## src/rtl/ils_pkg.sv

```systemverilog
`timescale 1ns / 1ps
package ils_pkg;

   // default list capacity
   localparam int CAPACITY_DEF = 64;

   // positions and counts are compared at this width (covers capacity 256)
   localparam int POS_EXT_W = 9;

   localparam int DATA_W = 32;

   localparam logic [1:0] OP_INSERT = 2'd0;
   localparam logic [1:0] OP_REMOVE = 2'd1;
   localparam logic [1:0] OP_READ   = 2'd2;

   localparam logic [1:0] ST_OK    = 2'd0;
   localparam logic [1:0] ST_RANGE = 2'd1;
   localparam logic [1:0] ST_FULL  = 2'd2;

   typedef struct packed {
      logic [1:0]               opcode;
      logic [7:0]               position;
      logic signed [DATA_W-1:0] item_value;
   } ils_req_type;

   typedef struct packed {
      logic signed [DATA_W-1:0] read_value;
      logic [6:0]               entry_count;
      logic [1:0]               status;
   } ils_rsp_type;

   // broadcast to every cell of the chain
   typedef struct packed {
      logic                     ins;
      logic                     rem;
      logic                     rd;
      logic [POS_EXT_W-1:0]     at;
      logic signed [DATA_W-1:0] value;
   } ils_ctrl_type;

endpackage

```

## src/rtl/ils_cell.sv

```systemverilog
`timescale 1ns / 1ps
module ils_cell
   import ils_pkg::*;
#(
   parameter int CELL_IDX = 0
) (
   input  logic                     clock,
   input  ils_ctrl_type             ctrl,
   input  logic signed [DATA_W-1:0] left_value,
   input  logic signed [DATA_W-1:0] right_value,
   output logic signed [DATA_W-1:0] cell_value,
   output logic signed [DATA_W-1:0] hit_value
);

   localparam logic [POS_EXT_W-1:0] MY_IDX = POS_EXT_W'(CELL_IDX);

   logic signed [DATA_W-1:0] value_ff;
   logic signed [DATA_W-1:0] value_in;

   always_comb begin
      value_in = value_ff;
      if (ctrl.ins) begin
         if (MY_IDX == ctrl.at) begin
            value_in = ctrl.value;
         end else if (MY_IDX > ctrl.at) begin
            value_in = left_value;
         end
      end else if (ctrl.rem) begin
         // close the gap from the right
         if (MY_IDX >= ctrl.at) begin
            value_in = right_value;
         end
      end
   end

   always_ff @(posedge clock) begin
      value_ff <= value_in;
   end

   assign cell_value = value_ff;
   assign hit_value  = (ctrl.rd && (MY_IDX == ctrl.at)) ? value_ff : '0;

endmodule

```

## config.mk

```make
export PLATFORM = sky130hd
export DESIGN_NAME = ils_cell
export DESIGN_NICKNAME = d
export VERILOG_FILES = /design/src/rtl/ils_pkg.sv /design/src/rtl/ils_cell.sv
export SDC_FILE = /design/constraint.sdc
export NUM_CORES = 1
export LEC_CHECK = 0
export BUFFER_PORTS_ARGS = -buffer_cell sky130_fd_sc_hd__buf_2
export CORE_MARGIN = 5
export CORE_UTILIZATION = 40
export DETAILED_ROUTE_END_ITERATION = 8
export GPL_ROUTABILITY_DRIVEN = 0
export MAX_ROUTING_LAYER = met4
export PLACE_DENSITY = 0.87
export SETUP_SLACK_MARGIN = 0.02
export SYNTH_ARGS = -nofsm -noshare
export SYNTH_HDL_FRONTEND = slang
export SYNTH_SLANG_ARGS = --single-unit
```

## constraint.sdc

```tcl
create_clock -name clock -period 4.01 [get_ports clock]
set_clock_uncertainty 0.2 [all_clocks]
set_input_delay 1.0025 -clock clock [delete_from_list [all_inputs] [get_ports clock]]
set_output_delay 1.0025 -clock clock [all_outputs]
set_load 0.02 [all_outputs]
```

* After elaboration in Yosys (flattened, before gate mapping)
Cells that the tools add are included.
** Storage, ports and cells
- Bits in registers :: 32
- Input port bits :: 109
** Operators by class
- Reductions and logical operators :: 5
- $lt $le $gt $ge :: 2
- Mux-type cells :: 6
- Eq/ne operators :: 1
** Operators with widths (number)
- $mux 32 :: 6
- $ge 1x9->1 const A :: 1
- $gt 1x9->1 const A :: 1
- $logic_not 9->1 :: 1
- $reduce_bool 2->1 :: 2
- $ne 3x1->1 const B :: 1
- $reduce_and 3->1 :: 1
- $logic_and 1x1->1 :: 1

* Longest topological paths before layout
Gate-level depths: netlist of run 1.
- Depth after elaboration :: 4
- Gate-level depth with buffers :: 5
- Gate-level depth less buffers :: 3

* Worst setup path before layout of run 1
No wires, ideal clock.
- Path type :: input to output
- Start point :: in ctrl[38] in the netlist's numbering
- End point :: out hit_value[22]
- Cell stages on the path :: 5
- Setup slack :: 480 ps
- Arrival time :: 2328 ps
- Cell sequence :: or4_4 buf_6 nor3_4 buf_6 and3_1
** Between the ends
- Word-level cells in the longest chain between the ends :: 3
** RTL lines
- from (decl) :: line ils_cell.sv:8 : input ils_ctrl_type ctrl,
- $logic_not 9->1 :: line ils_cell.sv:41 : assign hit_value = (ctrl.rd && (MY_IDX == ctrl.at)) ? value_ff : '0;
- $logic_and 1x1->1 :: line ils_cell.sv:41
- $mux 32 :: line ils_cell.sv:41
- to (decl) :: line ils_cell.sv:12 : output logic signed [DATA_W-1:0] hit_value
Every way passes these cells.

* Final worst setup path of run 1
- Start point :: in ctrl[38] in the netlist's numbering
- End point :: out hit_value[3]
Same word-level chain as after synthesis.

==> impl_metrics.json, run 1 <==
{
  "die_y_um": 83.4,
  "pin_count": 173,
  "fin_ws_ns": 0.303,
  "antenna_left": 0,
  "dp_slack_ns": 0.299,
  "drt-total-wl_mm": 7.90,
  "yosys.area.top_type": "edfxtp_1",
  "vias_per_cell": 5.61,
  "cts_resized": 0,
  "first_iter_violations": 188,
  "worstHoldPathCells": 3,
  "internal-power_uw": 553,
  "cts_buffers": 5,
  "fin_crit_ns": 3.71,
  "syn_area_mm2": 0.00215,
  "vias": 2581,
  "die_area_mm2": 0.00695,
  "rsz0062_at_grt": "false",
  "hold_buffers": 0,
  "cp_top_family": "simple AND/OR/NAND/NOR gates",
  "placeableCoreArea_mm2": 0.00517,
  "setup_tns_ns": 0,
  "switching_power_uw": 185,
  "die_width_um": 83.4,
  "cp_cell_sequence": "buf_2, or4_4, nor3_4, buf_4, and3_1, buf_2",
  "largest_reg_flops": 32,
  "clock_tree.root_cell": "clkbuf_8",
  "drtPass1Iterations": 4,
  "synthTopCellsByArea": "edfxtp_1 45%, o31ai_1 11%, a31oi_1 9.3%, and3_1 9.3%, nand4_1 9.3%",
  "synthToLayoutAreaGrowth_pct": 44.5,
  "p_total_uw": 739,
  "clockPowerShare_pct": 31.2,
  "crit_path_end_kind": "output port",
  "hpwl_mm": 5.93,
  "grt_first_pass_wirelength_mm": 12.5,
  "yosysSeqAreaShare_pct": 44.7,
  "fin_crit_sh_pct": 92.4,
  "cp_num_buf_inv": 3,
  "synthDistinctLibCells": 16,
  "power.density_mw_per_mm2": 237,
  "hold_viol": 0,
  "drc_errors": 0,
  "cts_buffer_depth": 2,
  "layout-drive-gt1-share_pct": 49.5,
  "path_common_cell": "buf_2",
  "hp-class": "primary input to flip-flop",
  "ys_warn_count": 0,
  "track_usage_pct": 22.6,
  "initial_core_util_pct": 41.6,
  "outcome": "finished clean",
  "finalSetupViolCount": 0,
  "synth_nets": 343,
  "netlist_instances": 234,
  "synth.avg_cell_area_um2": 9.20,
  "crit_required_ns": 2.81,
  "io_buffers": 172,
  "wl_per_cell_um": 17.2,
  "clk_pin_slew_worst_paths_ns": 0.07,
  "rows": 26,
  "critPathMaxStageDelay_ns": 0.55,
  "ys_seq_elements": 32,
  "diodes": 0,
  "fillers": 469,
  "final_common_cell": "buf_2",
  "slew_viol_final": 0,
  "crit_type": "primary input to output port",
  "p_leak_nw": 1.49,
  "cts.sinks": 32,
  "cp.arrival_ns": 2.50,
  "crit_slowest_cell": "or4_4",
  "grt_pass1_vias": 2467,
  "grt_antenna_before_repair": 0,
  "p_comb_share_pct": 18.5,
  "grt_max_degree": 45,
  "switching_share_pct": 25.1,
  "cap_violations": 0,
  "worst-path-max-fanout": 33,
  "worst_pin_slew_ns": 0.741,
  "worstSetupPathDepth": 6,
  "grt_overflow": 0,
  "final_util_pct": 60.1,
  "htreeDepth": 2,
  "synth_top_area_share_pct": 44.7,
  "cp-start-kind": "primary input",
  "max_freq_ghz": 0.270,
  "cts_tree": "yes",
  "ir_drop_uv": 110,
  "postCtsSetupBuffers": 0,
  "slew_headroom_pct": 50.3,
  "p_seq_share_pct": 50.3,
  "final_nets": 498
}
## worst paths after layout
path | slack (ns) | to | start
max | 0.30 | hit_value[3] | ctrl[38]
min | 0.87 | cell_value[14] | right_value[14]
## Yosys cell counts (all sizes together)
cell	instances
a31oi	32
and3	32
buf	7
clkbuf	27
edfxtp	32
nand4	32
nor2	33
nor3	2
nor4	1
o21a	1
o31ai	32
or2	1
or3	1
or4	1
## area by class of cell
| cell class | count | area, µm² | area share (%) |
|---|---|---|---|
| Multi-Input combinational cell | 168 | 1050 | 33.6 |
| Sequential cell | 32 | 961 | 30.9 |
| Timing Repair Buffer | 182 | 936 | 30.1 |
| Tap cell | 70 | 87.6 | 2.82 |
| Clock buffer | 7 | 76.3 | 2.45 |
| Clock inverter | 1 | 3.75 | 0.121 |
## through the flow
stage                     area, µm²  hold slack, ns  cells
after CTS                      3110           0.858    460
final                          3110           0.871    460
after floorplan                2150            1.05    234
after global placement         3030            1.14    452
after global routing           3110           0.854    460
after detailed placement       3030            1.15    452
## cell families after synthesis
logic type | Yosys count | synth area share [%]
buf+inv | 34 | 7.50
flops | 32 | 44.7
simple gates | 103 | 27.0
compound gates | 65 | 20.8
## power by group through the flow
stage / Clock (mW) / Combinational [mW] / Sequential (mW)
after global placement: 0 / 0.132 / 0.379
after CTS: 0.238 / 0.134 / 0.371
final: 0.231 / 0.137 / 0.371
after detailed placement: 0 / 0.134 / 0.379
after floorplan: 0 / 0.0627 / 0.379
after global routing: 0.257 / 0.150 / 0.371
## metal layers
layer / up-vias / GRT usage [%] / share of wire [%]
met4: 0 / 6.69 / 1.6
met5: - / - / 0
met1: 1165 / 26.8 / 39
met3: 12 / 6.44 / 9.5
met2: 158 / 37.2 / 50
li1: 1246 / - / -
## worst min-delay path, delay by kind of cell
kind / cells / cell delay, ns
AOI/OAI and AO/OA: 1 / 0.12
buffers and inverters: 1 / 0.08
and+or+nand+nor: 1 / 0.03
No activity file was read; power rests on OpenSTA's default activity.
==> run 2, diff against run 1 <==
==> constraint.sdc (replaced) <==
create_clock -name clock -period 4.01 [get_ports clock]
set_clock_uncertainty 0.2 [all_clocks]
set_input_delay 1.0025 -clock clock [delete_from_list [all_inputs] [get_ports clock]]
set_output_delay 1.0025 -clock clock [all_outputs]
set_load 0.01 [all_outputs]
==> run 2 against run 1 <==
  * Non-clock buffer count did not move
  * Via count fell by 0.27%
  * Hold slack improved by 0.0046 ns
  * Worst setup slack improved by 0.031 ns
  * Sequential share of layout area barely moved
  * Total power fell by 1.5%
  * Clock power fell by 4%
  * Utilization fell by 0.073 points
==> impl_metrics.json, run 2 (synthesis results as in run 1) <==
{
  "wl_per_cell_um": 17.1,
  "drtPass1Iterations": 5,
  "clock_tree.root_cell": "clkbuf_8",
  "vias_per_cell": 5.61,
  "crit_required_ns": 2.81,
  "p_leak_nw": 1.49,
  "crit_path_end_kind": "output port",
  "first_iter_violations": 149,
  "largest_reg_flops": 32,
  "layout-drive-gt1-share_pct": 49.6,
  "setup_tns_ns": 0,
  "dpl.cell_count": 452,
  "drc_errors": 0,
  "die_y_um": 83.4,
  "power.density_mw_per_mm2": 234,
  "hpwl_mm": 5.96,
  "grt_pass1_vias": 2449,
  "vias": 2574,
  "htreeDepth": 2,
  "grt_max_degree": 45,
  "postCtsSetupBuffers": 0,
  "die_area_mm2": 0.00695,
  "crit_type": "primary input to output port",
  "layout.cells.non_filler": 459,
  "finalSetupViolCount": 0,
  "cp.arrival_ns": 2.47,
  "placeableCoreArea_mm2": 0.00517,
  "grt_antenna_before_repair": 0,
  "cts_resized": 0,
  "fin_crit_ns": 3.68,
  "rsz0062_at_grt": "false",
  "max_freq_ghz": 0.272,
  "cts_tree": "yes",
  "hold_buffers": 0,
  "outcome": "finished clean",
  "final_common_cell": "buf_2",
  "cp-start-kind": "primary input",
  "clk_pin_slew_worst_paths_ns": 0.06,
  "worst-path-max-fanout": 33,
  "rows": 26,
  "slew_headroom_pct": 54.1,
  "drt-total-wl_mm": 7.84,
  "track_usage_pct": 22.1,
  "grt_first_pass_wirelength_mm": 12.3,
  "io_buffers": 172,
  "cts.sinks": 32,
  "synthToLayoutAreaGrowth_pct": 44.4,
  "grt_overflow": 0,
  "slew_viol_final": 0,
  "initial_core_util_pct": 41.6,
  "hp-class": "primary input to flip-flop",
  "p_total_uw": 728,
  "cts_buffer_depth": 2,
  "antenna_left": 0,
  "diodes": 0,
  "final_nets": 498,
  "design_area_mm2": 0.00311,
  "pin_count": 173,
  "fin_crit_sh_pct": 91.7,
  "ir_drop_uv": 118,
  "worst_pin_slew_ns": 0.685,
  "cap_violations": 0,
  "hold_viol": 0,
  "place_area_mm2": 0.00303,
  "cts_buffers": 5,
  "die_width_um": 83.4
}
-- run 2: changes by cell type in the layout (fill, tap and decap cells not counted), sizes merged --
cell,delta
clkbuf,-2
clkinv,+1
-- run 2: worst max-delay path: stages --
cell and delay [ns]:
buf_2 0.12, or4_4 0.55, nor3_4 0.16, buf_4 0.29, and3_1 0.20, buf_2 0.13
-- run 2: metrics by stage --
stage               hold WS [ns]  setup slack, ns  utilization, %
finish                     0.876            0.334            60.1
global route               0.868            0.272            60.1
CTS                        0.863            0.333            60.1
detailed placement          1.16            0.331            58.6
global placement            1.14            0.377            58.6
floorplan                   1.05            0.547               -
-- run 2: path summary, 6_finish.rpt --
path / from / depth (start not counted) / slack, ns / endpoint
setup / recovery: ctrl[38] / 6 / 0.33 / hit_value[21]
hold / removal: right_value[14] / 3 / 0.88 / cell_value[14]
-- run 2: layout make-up --
class	instances	area, µm²
tap	70	87.6
multi-input combinational	168	1050
fill	468	2070
timing repair buffer	182	936
clock buffer	5	68.8
sequential	32	961
clock inverter	2	7.51
-- run 2: routing by layer --
metal / vias to the layer above / share of wire, % / track usage (%)
met3: 12 / 7.6 / 3.76
met2: 146 / 51 / 39.4
li1: 1248 / - / -
met1: 1168 / 40 / 25.3
met5: - / 0 / -
met4: 0 / 1.4 / 6.54
-- run 2: report_power, final --
part           switching, mW  leakage [nW]  internal (mW)
Sequential          0.000264         0.298          0.371
Clock                  0.107        0.0391          0.114
Combinational         0.0738          1.15         0.0615
